--- src/hw/rtl/u8u16_pkg.sv ---
// Package for the UTF-8 to UTF-16 decoder: command record passed from the
// front end to the back end, queue sizing and byte classification constants.
// No dependencies.
package u8u16_pkg;

	// Queue between front and back end
	localparam int unsigned QUEUE_DEPTH = 4;
	localparam int unsigned QUEUE_AW    = $clog2(QUEUE_DEPTH);
	localparam int unsigned QUEUE_CW    = $clog2(QUEUE_DEPTH + 1);

	// Continuation bytes still expected
	localparam logic [1:0] PEND_NONE = 2'd0;
	localparam logic [1:0] PEND_ONE  = 2'd1;
	localparam logic [1:0] PEND_TWO  = 2'd2;

	// Payload masks of lead and continuation bytes
	localparam logic [7:0] LEAD_TWO_MASK   = 8'h1f;
	localparam logic [7:0] LEAD_THREE_MASK = 8'h0f;
	localparam logic [7:0] CONT_MASK       = 8'h3f;

	localparam logic [15:0] UNIT_MAX = 16'hffff;

	// Work for the back end from one accepted byte
	typedef struct packed {
		logic        has_unit;  // emit a code unit
		logic [15:0] unit;      // value of that code unit
		logic        has_term;  // emit the closing zero unit afterwards
	} cmd_t;

endpackage

--- src/hw/rtl/u8u16_front.sv ---
// Front end of the UTF-8 to UTF-16 decoder: classifies each byte, gathers
// multi-byte sequences and issues one command per byte that yields output.
// Depends on u8u16_pkg.
module u8u16_front (
	input  logic              clk,
	input  logic              arst_n,
	input  logic              accept,
	input  logic [7:0]        in_byte,
	input  logic              end_of_string,
	output logic              push,
	output u8u16_pkg::cmd_t   cmd
);

	logic [1:0]  pend_q;
	logic [11:0] part_q;
	logic [1:0]  pend_n;
	logic [11:0] part_n;
	logic [15:0] acc;
	logic        step_unit;
	logic [15:0] step_val;

	// Decode one byte against the open sequence
	always_comb begin
		pend_n    = pend_q;
		part_n    = part_q;
		step_unit = 1'b0;
		step_val  = 16'd0;
		acc       = {part_q[9:0], in_byte[5:0] & u8u16_pkg::CONT_MASK[5:0]};
		if (pend_q != u8u16_pkg::PEND_NONE) begin
			if (pend_q == u8u16_pkg::PEND_ONE) begin
				step_unit = 1'b1;
				step_val  = acc;
				pend_n    = u8u16_pkg::PEND_NONE;
				part_n    = 12'd0;
			end else begin
				part_n = acc[11:0];
				pend_n = u8u16_pkg::PEND_ONE;
			end
		end else if (in_byte < 8'h80) begin
			step_unit = 1'b1;
			step_val  = {8'd0, in_byte};
		end else if (in_byte inside {[8'hc0:8'hdf]}) begin
			part_n = {4'd0, in_byte & u8u16_pkg::LEAD_TWO_MASK};
			pend_n = u8u16_pkg::PEND_ONE;
		end else if (in_byte inside {[8'he0:8'hef]}) begin
			part_n = {4'd0, in_byte & u8u16_pkg::LEAD_THREE_MASK};
			pend_n = u8u16_pkg::PEND_TWO;
		end
	end

	// Build the command; flush a cut-short sequence at end of string
	always_comb begin
		cmd.has_unit = step_unit;
		cmd.unit     = step_val;
		cmd.has_term = end_of_string;
		if (end_of_string && pend_n != u8u16_pkg::PEND_NONE) begin
			cmd.has_unit = 1'b1;
			cmd.unit     = (pend_n == u8u16_pkg::PEND_ONE) ? {part_n[9:0], 6'd0}
			                                               : {part_n[3:0], 12'd0};
		end
	end

	assign push = accept && (cmd.has_unit || cmd.has_term);

	// Advance the sequence state; clear it after the last byte
	always_ff @(posedge clk or negedge arst_n) begin
		if (!arst_n) begin
			pend_q <= u8u16_pkg::PEND_NONE;
			part_q <= 12'd0;
		end else if (accept) begin
			if (end_of_string) begin
				pend_q <= u8u16_pkg::PEND_NONE;
				part_q <= 12'd0;
			end else begin
				pend_q <= pend_n;
				part_q <= part_n;
			end
		end
	end

endmodule

--- src/hw/rtl/u8u16_fifo.sv ---
// Short command queue between the front and back end of the decoder.
// Depends on u8u16_pkg.
module u8u16_fifo (
	input  logic              clk,
	input  logic              arst_n,
	input  logic              push,
	input  u8u16_pkg::cmd_t   push_cmd,
	input  logic              pop,
	output u8u16_pkg::cmd_t   head,
	output logic              not_empty,
	output logic              full
);

	u8u16_pkg::cmd_t                    mem_q [u8u16_pkg::QUEUE_DEPTH];
	logic [u8u16_pkg::QUEUE_AW-1:0]     wr_ptr_q;
	logic [u8u16_pkg::QUEUE_AW-1:0]     rd_ptr_q;
	logic [u8u16_pkg::QUEUE_CW-1:0]     count_q;

	assign head      = mem_q[rd_ptr_q];
	assign not_empty = (count_q != '0);
	assign full      = (count_q == u8u16_pkg::QUEUE_CW'(u8u16_pkg::QUEUE_DEPTH));

	// Store pushed commands
	always_ff @(posedge clk) begin
		if (push) begin
			mem_q[wr_ptr_q] <= push_cmd;
		end
	end

	// Move pointers and fill count
	always_ff @(posedge clk or negedge arst_n) begin
		if (!arst_n) begin
			wr_ptr_q <= '0;
			rd_ptr_q <= '0;
			count_q  <= '0;
		end else begin
			if (push) begin
				wr_ptr_q <= wr_ptr_q + 1'b1;
			end
			if (pop) begin
				rd_ptr_q <= rd_ptr_q + 1'b1;
			end
			if (push && !pop) begin
				count_q <= count_q + 1'b1;
			end else if (pop && !push) begin
				count_q <= count_q - 1'b1;
			end
		end
	end

endmodule

--- src/hw/rtl/u8u16_back.sv ---
// Back end of the decoder: plays queued commands out as result beats,
// keeps the saturating unit count and drives the output register.
// Depends on u8u16_pkg.
module u8u16_back (
	input  logic              clk,
	input  logic              arst_n,
	input  u8u16_pkg::cmd_t   head,
	input  logic              head_valid,
	output logic              pop,
	output logic              out_valid,
	input  logic              out_ready,
	output logic [15:0]       code_unit,
	output logic [15:0]       unit_total,
	output logic              is_terminator
);

	logic        valid_q;
	logic        phase_q;
	logic [15:0] count_q;
	logic [15:0] unit_q;
	logic [15:0] total_q;
	logic        term_q;
	logic        load;
	logic        emit_unit;
	logic [15:0] count_inc;

	assign load      = head_valid && (!valid_q || out_ready);
	assign emit_unit = head.has_unit && !phase_q;
	assign pop       = load && (!emit_unit || !head.has_term);
	assign count_inc = (count_q != u8u16_pkg::UNIT_MAX) ? count_q + 16'd1 : count_q;

	// Hold the beat until taken
	always_ff @(posedge clk or negedge arst_n) begin
		if (!arst_n) begin
			valid_q <= 1'b0;
			phase_q <= 1'b0;
			count_q <= 16'd0;
		end else begin
			if (load) begin
				valid_q <= 1'b1;
			end else if (out_ready) begin
				valid_q <= 1'b0;
			end
			if (pop) begin
				phase_q <= 1'b0;
			end else if (load) begin
				phase_q <= 1'b1;
			end
			if (load) begin
				count_q <= emit_unit ? count_inc : 16'd0;
			end
		end
	end

	// Load result payload
	always_ff @(posedge clk) begin
		if (load) begin
			unit_q  <= emit_unit ? head.unit : 16'd0;
			total_q <= count_inc;
			term_q  <= !emit_unit;
		end
	end

	assign out_valid     = valid_q;
	assign code_unit     = unit_q;
	assign unit_total    = total_q;
	assign is_terminator = term_q;

endmodule

--- src/hw/rtl/utf8_to_utf16_decoder.sv ---
// Top level of the UTF-8 to UTF-16 decoder: front end, command queue, back end.
// Depends on u8u16_pkg, u8u16_front, u8u16_fifo, u8u16_back.
//
//  channel | dir | tdata                                  | tlast
//  s_      | in  | [7:0] in_byte                          | end_of_string
//  m_      | out | [15:0] code_unit, [31:16] unit_total   | is_terminator
//
// One byte is accepted per cycle while the four-entry command queue has room.
// The back end issues each output beat on its own load; a byte ending the string
// with a unit before its terminator gives a unit beat, then a terminator beat.
// A result is registered first in the command queue and then in the back-end
// output register before it is presented on m_tdata.
// Reset clears sequence state, queue and unit count; m_tready low stalls the
// back end, and the queue fills before s_tready drops.
module utf8_to_utf16_decoder (
	input  logic        clk,
	input  logic        arst_n,
	input  logic        s_tvalid,
	output logic        s_tready,
	input  logic [7:0]  s_tdata,   // [7:0] in_byte
	input  logic        s_tlast,   // end_of_string
	output logic        m_tvalid,
	input  logic        m_tready,
	output logic [31:0] m_tdata,   // [15:0] code_unit, [31:16] unit_total
	output logic        m_tlast    // is_terminator
);

	u8u16_pkg::cmd_t push_cmd;
	u8u16_pkg::cmd_t head;
	logic            push;
	logic            pop;
	logic            not_empty;
	logic            full;
	logic            accept;
	logic [15:0]     code_unit;
	logic [15:0]     unit_total;

	assign s_tready = !full;
	assign accept   = s_tvalid && s_tready;

	u8u16_front u_front (
		.clk           (clk),
		.arst_n        (arst_n),
		.accept        (accept),
		.in_byte       (s_tdata),
		.end_of_string (s_tlast),
		.push          (push),
		.cmd           (push_cmd)
	);

	u8u16_fifo u_fifo (
		.clk       (clk),
		.arst_n    (arst_n),
		.push      (push),
		.push_cmd  (push_cmd),
		.pop       (pop),
		.head      (head),
		.not_empty (not_empty),
		.full      (full)
	);

	u8u16_back u_back (
		.clk           (clk),
		.arst_n        (arst_n),
		.head          (head),
		.head_valid    (not_empty),
		.pop           (pop),
		.out_valid     (m_tvalid),
		.out_ready     (m_tready),
		.code_unit     (code_unit),
		.unit_total    (unit_total),
		.is_terminator (m_tlast)
	);

	assign m_tdata = {unit_total, code_unit};

endmodule
--- config.mk ---
export PLATFORM = sky130hd
export DESIGN_NAME = utf8_to_utf16_decoder
export DESIGN_NICKNAME = d
export VERILOG_FILES = /design/src/hw/rtl/u8u16_pkg.sv /design/src/hw/rtl/u8u16_front.sv /design/src/hw/rtl/u8u16_fifo.sv /design/src/hw/rtl/u8u16_back.sv /design/src/hw/rtl/utf8_to_utf16_decoder.sv
export SDC_FILE = /design/constraint.sdc
export NUM_CORES = 1
export LEC_CHECK = 0
export ABC_AREA = 1
export BUFFER_PORTS_ARGS = -buffer_cell sky130_fd_sc_hd__buf_2
export CAP_MARGIN = 25
export CORE_ASPECT_RATIO = 0.7
export CORE_MARGIN = 5
export CORE_UTILIZATION = 60
export CTS_CLUSTER_DIAMETER = 80
export DETAILED_ROUTE_END_ITERATION = 12
export PLACE_DENSITY = 0.8
export SYNTH_ARGS = -nofsm -noshare
export SYNTH_HDL_FRONTEND = slang
export SYNTH_SLANG_ARGS = --single-unit
--- constraint.sdc ---
create_clock -name clk -period 2.63 [get_ports clk]
set_input_delay 0.1315 -clock clk [delete_from_list [all_inputs] [get_ports clk]]
set_output_delay 0.1315 -clock clk [all_outputs]
set_load 0.02 [all_outputs]
---- Word level (Yosys, flattened, before mapping) ----
Memory sizes are Yosys's and may differ from the RTL's.
Cells that the tools add are included.
storage, ports and cells
  register bits ........................... 70
  RAM bits ................................ 72
  input port bits ......................... 13
  output and inout bits ................... 35
  logic and storage cells ................. 82
  memories kept ........................... 1
cells by class
  add/subtract/negate cells ............... 5
  order comparisons ....................... 5
  equal/unequal tests ..................... 4
  multiplexer cells ....................... 30
  reductions and logical operators ........ 26
memories
  memory        words  bits a word  rd ports  clocked after Yosys merged registers in  wr ports  RTL line          RTL
  u_fifo.mem_q  4      18           1         0                                        1         u8u16_fifo.sv:14  u8u16_pkg::cmd_t mem_q [u8u16_pkg::QUEUE_DEPTH];
operators with widths
  operator               number
  $mux 16                5
  $mux 10                6
  $mux 17                1
  $add 16x1->16 const B  1
  $ge 8x8->1 const B     2
  $le 8x8->1 const B     2
  $ne 16x16->1 const B   1
  $logic_and 1x1->1      10
  $mux 1                 10
  $mux 2                 5
  $reduce_bool 2->1      5
  $lt 8x8->1 const B     1
  $mux 8                 1
  $logic_not 1->1        7
  $mux 3                 2
  $add 2x1->2 const B    2
  $eq 2x1->1 const B     2
  $add 3x1->3 const B    1
  $eq 3x3->1 const B     1
  $logic_or 1x1->1       3
  $reduce_bool 3->1      1
  $sub 3x1->3 const B    1

---- Longest topological paths before layout ----
Gate-level depths: netlist (run 1).
  word-level depth ........................ 15
  mapped depth ............................ 12
  mapped depth without buffers ............ 12

---- Cells and area by module ----
Synthesis (run 1) repeated with hierarchy kept, for this count alone.
second synthesis, totals
  cells, all modules ...................... 670
  area total of the unflattened synthesis .. 7083.0 µm²
by module, submodules not included
  module                 times used  cells each  area each (µm²)  sequential area each (µm²)
  u8u16_fifo             1           258         3634.7           2337.2
  u8u16_back             1           250         2433.6           1441.4
  u8u16_front            1           159         1001.0           300.3
  utf8_to_utf16_decoder  1           3           13.8             0.0

---- Least setup slack after synthesis (run 1) ----
No wires, ideal clock.
  kind .................................... flip-flop to flip-flop
  start point ............................. reg u_back.valid_q (netlist: u_back.out_valid)
  end point ............................... reg u_fifo.count_q[1] (netlist name)
  library setup time ...................... 125 ps
  data arrival time ....................... 2404 ps
  required time ........................... 2505 ps
  slack ................................... 101 ps
  stages on the path, launching flop included .. 10
  path buffers ............................ 0
  clock period less this slack ............ 2529 ps
  cell sequence ........................... dfrtp_1 -> inv_1 -> nor2_1 -> a31oi_4 -> nand2_1 -> ha_1 -> inv_1 -> fa_1 -> nor2_1 -> a21oi_1
on the way
  longest elaborated chain between the ends .. 7
  elaborated cells on any way between the ends .. 9
  those cells by class .................... mux: 1; reduce/logical: 8
ends and longest elaborated chain
  item                                         RTL line          RTL
  start, declared                              u8u16_back.sv:17  logic valid_q;
  start signal, assigned                       u8u16_back.sv:35  valid_q <= 1'b0;
  start signal, assigned                       u8u16_back.sv:40  valid_q <= 1'b1;
  start signal, assigned                       u8u16_back.sv:42  valid_q <= 1'b0;
  $logic_not 1->1 *                            u8u16_back.sv:27  assign load = head_valid && (!valid_q || out_ready);
  $logic_or 1x1->1 *                           u8u16_back.sv:27
  $logic_and 1x1->1 *                          u8u16_back.sv:27
  net u_back.load                              u8u16_back.sv:23  logic load;
  $logic_and 1x1->1 *                          u8u16_back.sv:29  assign pop = load && (!emit_unit || !head.has_term);
  $logic_not 1->1                              u8u16_fifo.sv:43  if (push && !pop) begin
  $logic_and 1x1->1                            u8u16_fifo.sv:43
  $mux 3 or $reduce_bool 2->1 (tied branches)  n/a
  end signal, assigned                         u8u16_fifo.sv:44  count_q <= count_q + 1'b1;
  end signal, assigned                         u8u16_fifo.sv:46  count_q <= count_q - 1'b1;
  end, declared                                u8u16_fifo.sv:17  logic [u8u16_pkg::QUEUE_CW-1:0] count_q;
Mark *: on every way through the listed nets, which the timed path passes. The rest lies on a longest branch.
A chain may end at the register's enable or synchronous reset.

---- Worst setup path in the final report (run 1) ----
  start point ............................. reg u_fifo.rd_ptr_q[1] (netlist name)
  end point ............................... reg u_fifo.count_q[2] (netlist name)
on the way
  longest elaborated chain between the ends .. 8
  elaborated cells on any way between the ends .. 11
  those cells by class .................... mux: 1; reduce/logical: 9; memory: 1
ends and longest elaborated chain
  item                                         RTL line          RTL
  start, declared                              u8u16_fifo.sv:16  logic [u8u16_pkg::QUEUE_AW-1:0] rd_ptr_q;
  start signal, assigned                       u8u16_fifo.sv:41  rd_ptr_q <= rd_ptr_q + 1'b1;
  $mem_v2 4x18 *                               n/a
  $logic_and 1x1->1                            u8u16_back.sv:28  assign emit_unit = head.has_unit && !phase_q;
  $logic_not 1->1                              u8u16_back.sv:29
  $logic_or 1x1->1 *                           u8u16_back.sv:29
  $logic_and 1x1->1 *                          u8u16_back.sv:29
  $logic_not 1->1                              u8u16_fifo.sv:43
  $logic_and 1x1->1                            u8u16_fifo.sv:43
  $mux 3 or $reduce_bool 2->1 (tied branches)  n/a
Every way passes the cells marked *; elsewhere a longest branch is shown, timed or not.

==> results of run 1 <==
==> critical path: cells and delay by family, from the launching register on <==
family / cells / cell delay, ns
buffers and inverters: 2 / 0.31
and+or+nand+nor: 4 / 0.48
xor gates and xnor gates: 1 / 0.16
DFF: 1 / 0.48
adders and majority gates: 2 / 0.60
AOI/OAI and AO/OA: 2 / 0.25
==> timing repair <==
| action | CTS | global route |
|---|---|---|
| endpoints found under the hold margin | 38 | 0 |
| setup endpoints to repair | 0 | 1 |
| hold buffers | 2 | 0 |
| gates resized for setup | 0 | 1 |
==> routing by layer <==
layer  vias to the layer above  share of wire, %  wire, µm  global-route usage, %
li1                       2292                 -         -                      -
met1                      2290                43      6470                   34.4
met3                        28               9.9      1490                   5.59
met5                         -                 0         0                      0
met4                         0               1.5       219                   9.08
met2                       238                46      6840                   38.8
==> state kept, by name, summed over array words and instances, names as in the netlist, 3 cells and up <==
| name | flops |
|---|---|
| u_fifo.count_q | 3 |
| u_front.part_q | 10 |
| u_back.count_q | 16 |
| u_fifo.mem_q | 72 |
| u_back.unit_total | 16 |
| u_back.code_unit | 16 |
==> cell usage after synthesis (2+ instances only) <==
master    instances
edfxtp_1        105
nand3_2           9
dfrtp_1          37
o22ai_1           4
a21oi_1          20
nor2_1          107
xnor2_1           2
ha_1              6
nand2_1         164
clkbuf_1          5
inv_1            60
inv_2            10
buf_2             7
buf_4             2
o21ai_0          50
nand3_1          32
nand2_2           3
o21ai_1           5
nor2_2            3
nand4_1           3
xor2_1            4
or2_1             4
==> kinds of logic after synthesis <==
| group | synth area share [%] |
|---|---|
| AND/OR/NAND/NOR | 21.4 |
| buffers and inverters | 5.41 |
| flip-flops | 63.7 |
| AO/OA/AOI/OAI | 7.19 |
| adder cells (fa/ha/maj) | 1.48 |
| XOR/XNOR | 0.820 |
==> report_power, final <==
part           total [µW]  internal (µW)  switching [µW]
sequential           3230           3030             201
combinational        2360            682            1670
clock                2320           1370             948
total                7910           5090            2820
==> placed cells by master, fill, tap and decap left out, types with 2 or more instances in the layout <==
cell type,netlist,layout
nor2_1,107,107
inv_2,10,10
clkbuf_8,0,2
o21ai_0,50,50
clkinvlp_4,0,3
nor2_2,3,3
buf_2,7,47
dlygate4sd3_1,0,2
dfrtp_1,37,36
o21ai_1,5,5
inv_1,60,60
clkinv_2,0,2
nand2_2,3,3
nand3_2,9,9
ha_1,6,6
nand3_1,32,32
clkbuf_16,0,19
nand2_1,164,164
xor2_1,4,4
edfxtp_1,105,105
buf_4,2,15
inv_6,0,2
clkinv_4,0,3
nand4_1,3,3
a21oi_1,20,20
o22ai_1,4,4
or2_1,4,4
xnor2_1,2,2
==> worst paths after layout <==
check / startpoint / end / slack, ns / cells after the start
setup / recovery: u_fifo.rd_ptr_q[1]$_DFFE_PN0P_ / u_fifo.count_q[2]$_DFFE_PN0P_ / 0.22 / 11
hold / removal: s_tlast / u_fifo.mem_q[2][0]$_DFFE_PP_ / 0.03 / 1
setup reg to reg: u_fifo.rd_ptr_q[1]$_DFFE_PN0P_ / u_fifo.count_q[2]$_DFFE_PN0P_ / 0.22 / 11
hold reg to reg: u_back.phase_q$_DFFE_PN0P_ / u_back.phase_q$_DFFE_PN0P_ / 0.50 / 1
max in group asynchronous: arst_n / u_fifo.rd_ptr_q[0]$_DFFE_PN0P_ / 1.62 / 2
min in group asynchronous: arst_n / u_back.count_q[2]$_DFFE_PN0P_ / 0.37 / 2
==> area by class of cell <==
cell class,instances,share of cell area [%]
clock buffer,22,6.81
clock inverter,10,1.03
inverter,70,3.53
multi-input combinational,426,26.6
sequential,142,54.8
tap,132,2.22
timing repair buffer,64,4.94
==> stage by stage <==
stage | hold WS (ns) | area [µm²] | cells | setup slack [ns]
2_1_floorplan | -0.164 | 6410 | 654 | 0.101
4_1_cts | 0.0249 | 7440 | 866 | 0.170
6_report | 0.0317 | 7440 | 866 | 0.217
5_1_grt | 0.0431 | 7440 | 866 | 0.0640
3_3_place_gp | 0.290 | 6840 | 832 | 0.448
3_5_place_dp | 0.305 | 6840 | 832 | 0.172
==> flow_summary_export.csv, run 1 <==
group,metric,value,unit
detailed_routing,drtIter0Drc,595,
synthesis,syn_nets,674,
synthesis,synth_area_per_cell,9.80,µm²
synthesis,synthFlopType,"edfxtp_1",
synthesis,synth-seq-cells,142,
die,fp-row-count,31,
timing,min_period_over_period,91.8,%
synthesis,ys_types,34,
clock_tree,insertion_delay,0.43,ns
die,die_w,134,µm
timing,setup_viol,0,
final_layout,multi_input_area,1980,µm²
synthesis,synthArstFlopShare,26.1,%
synthesis,yosysSeqAreaShare,63.7,%
synthesis,synth_top_cell_area_share,49.2,%
timing,fin_setup_tns,0,ns
timing,post-route-min-period,2.41,ns
detailed_routing,num_vias,4848,
clock_tree,root_buffer,"clkbuf_16",
synthesis,synth_area_leaders,"edfxtp_1, dfrtp_1, nand2_1",
die,die_h,96.5,µm
die,fp.coreArea,10400,µm²
power_and_ir_drop,power,7910,µW
timing,relSlewSlack,39.4,%
die,die-area,12900,µm²
final_layout,diodes,0,
placement,hpwl,9770,µm
grt,grtUsageTotal,24.7,%
clock_tree,post-cts-setup-buffer-count,0,
detailed_routing,ant_nets,0,
min_path,holdCritPathClass,"input pin to register",
grt,grt_pass1_vias,4712,
synthesis,synthCells,654,
clock_tree,cts_tree,"done",
grt,grt_first_pass_wirelength,24000,µm
placement,gp_congestion,0.936,
final_layout,layout.area.seq,4080,µm²
synthesis,synth_edf_count,105,
timing,rsz0062_at_grt,"false",
grt,antenna_found_initial,0,
job,cap_violations,0,
final_layout,final_util,71.6,%
timing,final-hold-violation-count,0,
placement,portBuffers,47,
final_layout,drive_gt1_share,16.9,%
setup_path,crit_chain,"buf_4 > nand3_1 > nand2_1 > nand3_1 > nand2_1 > ha_1 > inv_1 > fa_1 > a21oi_1 > o21ai_0 > xor2_1",
detailed_routing,remaining_drc_errors,0,
detailed_routing,post_drt_wl_per_cell,17.3,µm
clock_tree,cts-root-to-sink-buffers,2,
synthesis,yosysWarnings,0,
final_layout,areaGrowthSynthToFinish,16.1,%
clock_tree,clkSlewWorstSetupHoldPaths,0.06,ns
setup_path,required,2.92,ns
detailed_routing,finalWirelength,15000,µm
synthesis,synthesis.area,6410,µm²
die,initial_core_util,61.6,%
clock_tree,numCtsBuffers,17,
final_layout,final_nets,741,
setup_path,path_class,"register to register",
synthesis,yosysTopAreaCell,"edfxtp_1",
setup_path,max_stage_delay,0.48,ns
final_layout,final.fill_count,719,
timing,worstMarginPinSlew,0.909,ns
grt,grt.overflow.total,0,
power_and_ir_drop,peakVddDrop,0.723,mV
setup_path,crit_arrival,2.71,ns
power_and_ir_drop,p_leak,0.00329,µW
setup_path,worst_setup_path_end_kind,"register",
timing,skew,0.00918,ns
power_and_ir_drop,p_per_area,1060,nW/µm²
setup_path,worstSetupStartpointType,"register",
detailed_routing,via_per_inst,5.60,
clock_tree,htree_levels,4,
grt,grt_max_degree,40,
clock_tree,cts_num_sinks,142,
setup_path,cp_slowest_cell,"dfrtp_1",
timing,fmax,0.414,GHz
timing,report.final.slew_viol_count,0,
detailed_routing,drt_first_pass_iters,5,
setup_path,path_max_fanout,8,
die,ios,48,
run_status,outcome,"finished clean",
(Power assumes the default switching activity.)
==> run 2, diff against run 1 <==
--- a/config.mk
+++ b/config.mk
@@ -13,7 +13,7 @@
 export CORE_UTILIZATION = 60
 export CTS_CLUSTER_DIAMETER = 80
 export DETAILED_ROUTE_END_ITERATION = 12
-export PLACE_DENSITY = 0.8
+export PLACE_DENSITY_LB_ADDON = 0.15
 export SYNTH_ARGS = -nofsm -noshare
 export SYNTH_HDL_FRONTEND = slang
 export SYNTH_SLANG_ARGS = --single-unit
==> run 2 against run 1 <==
Final cell count is 0.23% lower. Hold slack better by 0.0017 ns. Count of clock-buffer cells in the layout is 1 lower. Routed wire length is 4.7% lower. Core utilization is 0.084 points lower. Clock power is 2% higher. Via count is 1.8% lower. Sequential cell count stayed put. Die area stayed put. Total power is 0.46% lower. Largest cell class unchanged. Highest routed layer unchanged.
==> flow_summary_export.csv, run 2 (synthesis gave the netlist of run 1 again) <==
group,metric,value,unit
final_layout,final_common_cell,"nand2_1",
grt,grt.overflow.total,0,
setup_path,ff2ff_setup_slack,0.24,ns
grt,busiest_layer,"met2",
grt,grt_first_pass_wirelength,23000,µm
final_layout,largest-register,"u_fifo.mem_q",
job,cap_violations,0,
min_path,hp-start,"s_tlast",
final_layout,areaGrowthSynthToFinish,16.0,%
timing,rsz0062_at_grt,"false",
setup_path,path_class,"register to register",
setup_path,worstSetupStartpointType,"register",
timing,relSlewSlack,39.1,%
grt,grt_pass1_vias,4526,
final_layout,largest_reg_flops,72,
setup_path,r2r_end,"u_fifo.count_q[2]$_DFFE_PN0P_",
detailed_routing,ant_nets,0,
min_path,hold_end,"u_fifo.mem_q[2][0]$_DFFE_PP_",
timing,whs,0.0334,ns
final_layout,layout_common_cells,"nand2_1, nor2_1, edfxtp_1, inv_1, o21ai_0",
detailed_routing,finalWirelength,14300,µm
run_status,outcome,"finished clean",
setup_path,crit_arrival,2.68,ns
grt,grt.met3_usage,6.00,%
grt,met1_usage,33.6,%
die,die-area,12900,µm²
timing,report.final.slew_viol_count,0,
detailed_routing,via_per_inst,5.51,
setup_path,path_max_fanout,8,
power_and_ir_drop,p_per_area,1060,nW/µm²
timing,fmax,0.418,GHz
clock_tree,htree_levels,4,
setup_path,required,2.92,ns
final_layout,final_nets,739,
die,die_w,134,µm
power_and_ir_drop,p_leak,0.00329,µW
die,fp-row-count,31,
clock_tree,cts-root-to-sink-buffers,2,
timing,worstMarginPinSlew,0.913,ns
placement,gp_congestion,0.942,
setup_path,r2r_start,"u_fifo.rd_ptr_q[0]$_DFFE_PN0P_",
setup_path,rr_worst_depth,12,
final_layout,diodes,0,
clock_tree,insertion_delay,0.42,ns
timing,skew,0.00763,ns
grt,grtUsageTotal,23.7,%
setup_path,worst_setup_path_end_kind,"register",
clock_tree,clkSlewWorstSetupHoldPaths,0.06,ns
clock_tree,cts_resized,0,
detailed_routing,remaining_drc_errors,0,
detailed_routing,num_vias,4762,
min_path,holdCritPathClass,"input pin to register",
min_path,holdPathStages,1,
final_layout,drive_gt1_share,16.4,%
detailed_routing,post_drt_wl_per_cell,16.5,µm
die,ios,48,
timing,setup_viol,0,
timing,final-hold-violation-count,0,
die,fp.coreArea,10400,µm²
placement,hpwl,9300,µm
power_and_ir_drop,peakVddDrop,0.733,mV
clock_tree,cts_tree,"done",
clock_tree,numCtsBuffers,17,
detailed_routing,drt_first_pass_iters,5,
timing,min_period_over_period,90.9,%
timing,fin_setup_tns,0,ns
power_and_ir_drop,power,7870,µW
timing,post-route-min-period,2.39,ns
clock_tree,root_buffer,"clkbuf_16",
final_layout,final.fill_count,724,
placement,portBuffers,47,
detailed_routing,drtIter0Drc,505,
grt,antenna_found_initial,0,
placement,preCtsSetupSlack,0.289,ns
die,die_h,96.5,µm
clock_tree,cts_num_sinks,142,
grt,met2_usage,35.7,%
grt,grt_max_degree,40,
die,initial_core_util,61.6,%
timing,setup_slack,0.239,ns
## run 2: changes by cell type in the layout (fill, tap and decap cells not counted), sizes merged
| cell | delta |
|---|---|
| clkinvlp | -2 |
| bufinv | +2 |
| inv | +1 |
| clkbuf | -1 |
| buf | -2 |
## run 2: where the power goes
group	internal (µW)	switching [µW]
registers	3030	191
clock network	1460	918
logic	651	1630
total	5140	2740
## run 2: routing by layer
| metal | up-vias | part of all wire, % |
|---|---|---|
| li1 | 2290 | - |
| met1 | 2223 | 46 |
| met2 | 229 | 42 |
| met3 | 20 | 10 |
| met4 | 0 | 1.5 |
| met5 | - | 0 |
## run 2: repair_timing
action	CTS	global route
hold buffers	2	0
buffers inserted	0	0
hold endpoints to repair	38	0
## run 2: how the worst max path moves through the flow
stage | startpoint | end | slack, ns | depth (start not counted)
CTS | u_fifo.rd_ptr_q[0]$_DFFE_PN0P_ | u_fifo.count_q[2]$_DFFE_PN0P_ | 0.26 | 12
finish | u_fifo.rd_ptr_q[0]$_DFFE_PN0P_ | u_fifo.count_q[2]$_DFFE_PN0P_ | 0.24 | 12
floorplan | u_back.out_valid$_DFFE_PN0P_ | u_fifo.count_q[1]$_DFFE_PN0P_ | 0.10 | 9
global route | u_fifo.rd_ptr_q[0]$_DFFE_PN0P_ | u_fifo.count_q[2]$_DFFE_PN0P_ | 0.11 | 12
global placement | u_fifo.rd_ptr_q[0]$_DFFE_PN0P_ | u_fifo.count_q[2]$_DFFE_PN0P_ | 0.47 | 12
detailed placement | u_fifo.rd_ptr_q[0]$_DFFE_PN0P_ | u_fifo.count_q[2]$_DFFE_PN0P_ | 0.29 | 12
## run 2: worst max-delay path, cell delays in order (launching register included)
cell and delay (ns):
dfrtp_1 0.51, inv_2 0.11, nand2_1 0.08, nand3_1 0.07, nand2_1 0.12, nand3_1 0.14
nand2_1 0.18, ha_1 0.18, inv_1 0.07, fa_1 0.39, a21oi_1 0.15, o21ai_0 0.12
xor2_1 0.16
## run 2: layout make-up
type | count | area, µm² | area share [%]
repair buffers | 62 | 353 | 4.75
well taps | 132 | 165 | 2.22
clock inverters | 11 | 130 | 1.75
multi-input cells | 426 | 1980 | 26.7
flip-flops and latches | 142 | 4080 | 54.9
clock buffers | 21 | 460 | 6.20
inverters | 70 | 263 | 3.54
## run 2: per-stage QoR
stage                     instances  util [%]  instance area [µm²]
after detailed placement        830      65.6                 6820
after global placement          830      65.6                 6820
after global routing            864      71.5                 7430
final                           864      71.5                 7430
after floorplan                 654         -                 6410
after CTS                       864      71.5                 7430
==> run 3, diff against run 2 <==
--- a/config.mk
+++ b/config.mk
@@ -16,4 +16,5 @@
 export PLACE_DENSITY_LB_ADDON = 0.15
 export SYNTH_ARGS = -nofsm -noshare
 export SYNTH_HDL_FRONTEND = slang
+export SYNTH_HIERARCHICAL = 1
 export SYNTH_SLANG_ARGS = --single-unit
==> run 3 against run 2 <==
Clock skew grew 0.0015 ns. Global-route usage decreased by 2.6 points. Hold slack got worse by 0.016 ns. Critical path type unchanged. Critical endpoint is now u_fifo/count_q[2]$_DFFE_PN0P_. Largest power group unchanged. Highest routed layer unchanged.
==> flow_summary_export.csv, run 3 <==
group,metric,value,unit
setup_path,path_class,"register to register",
placement,preCtsSetupSlack,0.379,ns
final_layout,final_common_cell,"nand2_1",
synthesis,synthArstFlopShare,26.1,%
die,fp.coreArea,11600,µm²
setup_path,r2r_end,"u_fifo/count_q[2]$_DFFE_PN0P_",
placement,portBuffers,47,
die,initial_core_util,60.8,%
timing,worstMarginPinSlew,0.878,ns
detailed_routing,ant_nets,0,
clock_tree,htree_levels,4,
timing,relSlewSlack,41.4,%
synthesis,synth-seq-cells,142,
clock_tree,cts_resized,0,
synthesis,synthesis.area,7080,µm²
synthesis,synth_area_per_cell,10.6,µm²
clock_tree,root_buffer,"clkbuf_16",
synthesis,syn_nets,690,
setup_path,worstSetupStartpointType,"register",
setup_path,critPathLaunch,"u_front/pend_q[1]$_DFFE_PN0P_",
timing,setup_viol,0,
job,cap_violations,0,
setup_path,path_max_fanout,11,
synthesis,synth_area_leaders,"edfxtp_1, dfrtp_1, nand2_1",
final_layout,layout_common_cells,"nand2_1, edfxtp_1, inv_1, buf_2, nand2_2",
power_and_ir_drop,p_leak,0.00368,µW
synthesis,yosysTopAreaCell,"edfxtp_1",
synthesis,ys_types,46,
clock_tree,post-cts-setup-buffer-count,0,
min_path,holdCritPathClass,"input pin to register",
grt,antenna_found_initial,0,
timing,post-route-min-period,2.29,ns
synthesis,synthCells,670,
synthesis,yosysSeqAreaShare,57.6,%
timing,fmax,0.437,GHz
grt,grtUsageTotal,21.1,%
power_and_ir_drop,power,8580,µW
detailed_routing,finalWirelength,14300,µm
grt,grt_pass1_vias,4434,
placement,dp.cells,871,
setup_path,cp_slowest_cell,"dfrtp_1",
clock_tree,clkSlewWorstSetupHoldPaths,0.06,ns
timing,whs,0.0174,ns
die,die_w,140,µm
timing,min_period_over_period,86.9,%
power_and_ir_drop,p_per_area,1080,nW/µm²
setup_path,ff2ff_setup_slack,0.34,ns
synthesis,synth_top_cell_area_share,44.5,%
placement,hpwl,9850,µm
timing,setup_slack,0.344,ns
setup_path,rr_worst_depth,10,
final_layout,largest-register,"u_fifo/mem_q",
setup_path,crit_chain,"inv_2 > o21ai_1 > a21oi_1 > ha_1 > inv_1 > fa_1 > nand2_1 > nand3_1 > nand2_1 > nand2_1",
timing,fin_setup_tns,0,ns
timing,rsz0062_at_grt,"false",
grt,grt_first_pass_wirelength,22800,µm
clock_tree,numCtsBuffers,17,
detailed_routing,via_per_inst,5.21,
detailed_routing,remaining_drc_errors,0,
setup_path,cp_common_cell,"nand2_1",
final_layout,drive_gt1_share,28.2,%
synthesis,ys_top_cells_by_count,"nand2_1, edfxtp_1, inv_1, nand2_2, nor2_1",
clock_tree,cts_tree,"done",
synthesis,synth_edf_count,105,
setup_path,required,2.93,ns
setup_path,r2r_start,"u_front/pend_q[1]$_DFFE_PN0P_",
die,die-area,14100,µm²
timing,report.final.slew_viol_count,0,
clock_tree,cts_num_sinks,142,
final_layout,final_nets,755,
final_layout,diodes,0,
detailed_routing,num_vias,4714,
final_layout,final_cells,905,
setup_path,crit_arrival,2.58,ns
synthesis,synthFlopType,"edfxtp_1",
timing,final-hold-violation-count,0,
grt,grt_max_degree,38,
clock_tree,insertion_delay,0.42,ns
setup_path,endpoint,"u_fifo/count_q[2]$_DFFE_PN0P_",
final_layout,largest_reg_flops,72,
die,die_h,101,µm
run_status,outcome,"finished clean",
die,ios,48,
detailed_routing,post_drt_wl_per_cell,15.8,µm
grt,grt.overflow.total,0,
clock_tree,cts-root-to-sink-buffers,2,
synthesis,yosysMostFrequentCell,"nand2_1",
synthesis,yosysWarnings,6,
power_and_ir_drop,peakVddDrop,0.596,mV
timing,skew,0.00915,ns
final_layout,areaGrowthSynthToFinish,12.6,%
setup_path,max_stage_delay,0.51,ns
die,fp-row-count,33,
detailed_routing,drt_first_pass_iters,4,
setup_path,worst_setup_path_end_kind,"register",
detailed_routing,drtIter0Drc,367,
placement,gp_congestion,0.920,
run 3: changes by cell type in the layout (fill, tap and decap cells not counted), sizes merged, moves of 3 or more:
cell / before / now
nor2: 111 / 49
nand2: 167 / 209
o211ai: 0 / 39
inv: 73 / 110
o21ai: 56 / 25
a21oi: 21 / 4
a21boi: 0 / 5
clkinvlp: 1 / 6
nand3: 41 / 37
buf: 60 / 63
run 3: kinds of logic (layout without fill, tap and decap cells):
logic type,after synthesis,count (layout),share of synthesized area (%)
DFF,142,142,57.6
adders and majority gates,7,7,1.34
buffers and inverters,128,206,9.15
AOI/OAI and AO/OA,78,78,9.80
xor gates and xnor gates,7,7,0.972
and+or+nand+nor,308,308,21.1
run 3: timing repair:
| action | in CTS | in global routing |
|---|---|---|
| hold endpoints to repair | 41 | 0 |
| setup endpoints to repair | 0 | 0 |
| hold buffers | 2 | 0 |
run 3: cell type report:
type	count	area (µm²)
clock inverters	13	116
multi-input cells	400	2360
fillers	916	3660
repair buffers	65	375
well taps	157	196
inverters	109	422
flip-flops and latches	142	4080
clock buffers	19	433
run 3: metal layers:
layer	GRT usage, %	routed length (µm)
met1	31.1	6810
met2	31.4	6340
met3	5.55	995
met4	5.51	115
met5	0	0
run 3: worst min-delay path by stage:
| stage | startpoint | endpoint | slack (ns) | depth (start not counted) |
|---|---|---|---|---|
| finish | m_tready | u_back/out_valid$_DFFE_PN0P_ | 0.02 | 4 |
| global route | m_tready | u_back/out_valid$_DFFE_PN0P_ | 0.04 | 4 |
| CTS | m_tready | u_back/out_valid$_DFFE_PN0P_ | 0.007 | 4 |
| detailed placement | arst_n | u_back/count_q[12]$_DFFE_PN0P_ | 0.30 | 1 |
| global placement | arst_n | u_back/count_q[12]$_DFFE_PN0P_ | 0.30 | 1 |
| floorplan | arst_n | u_back/count_q[0]$_DFFE_PN0P_ | -0.16 | 0 |
run 3: power by group:
group          switching, µW  internal [µW]  total [µW]
Clock                    933           1300        2230
Sequential               270           3100        3370
Combinational           2010            966        2980
run 3: critical path: cells and delay by family, from the launching register on:
| kind | cells | cell delay, ns |
|---|---|---|
| flip-flops | 1 | 0.51 |
| AND/OR/NAND/NOR | 4 | 0.31 |
| AO/OA/AOI/OAI | 2 | 0.49 |
| adder cells (fa/ha/maj) | 2 | 0.61 |
| buffers and inverters | 2 | 0.24 |
run 3: metrics by stage:
| stage | instance area, µm² | util, % |
|---|---|---|
| after floorplan | 7080 | - |
| after global placement | 7410 | 63.6 |
| after detailed placement | 7410 | 63.6 |
| after CTS | 7980 | 68.5 |
| after global routing | 7980 | 68.5 |
| final | 7980 | 68.5 |
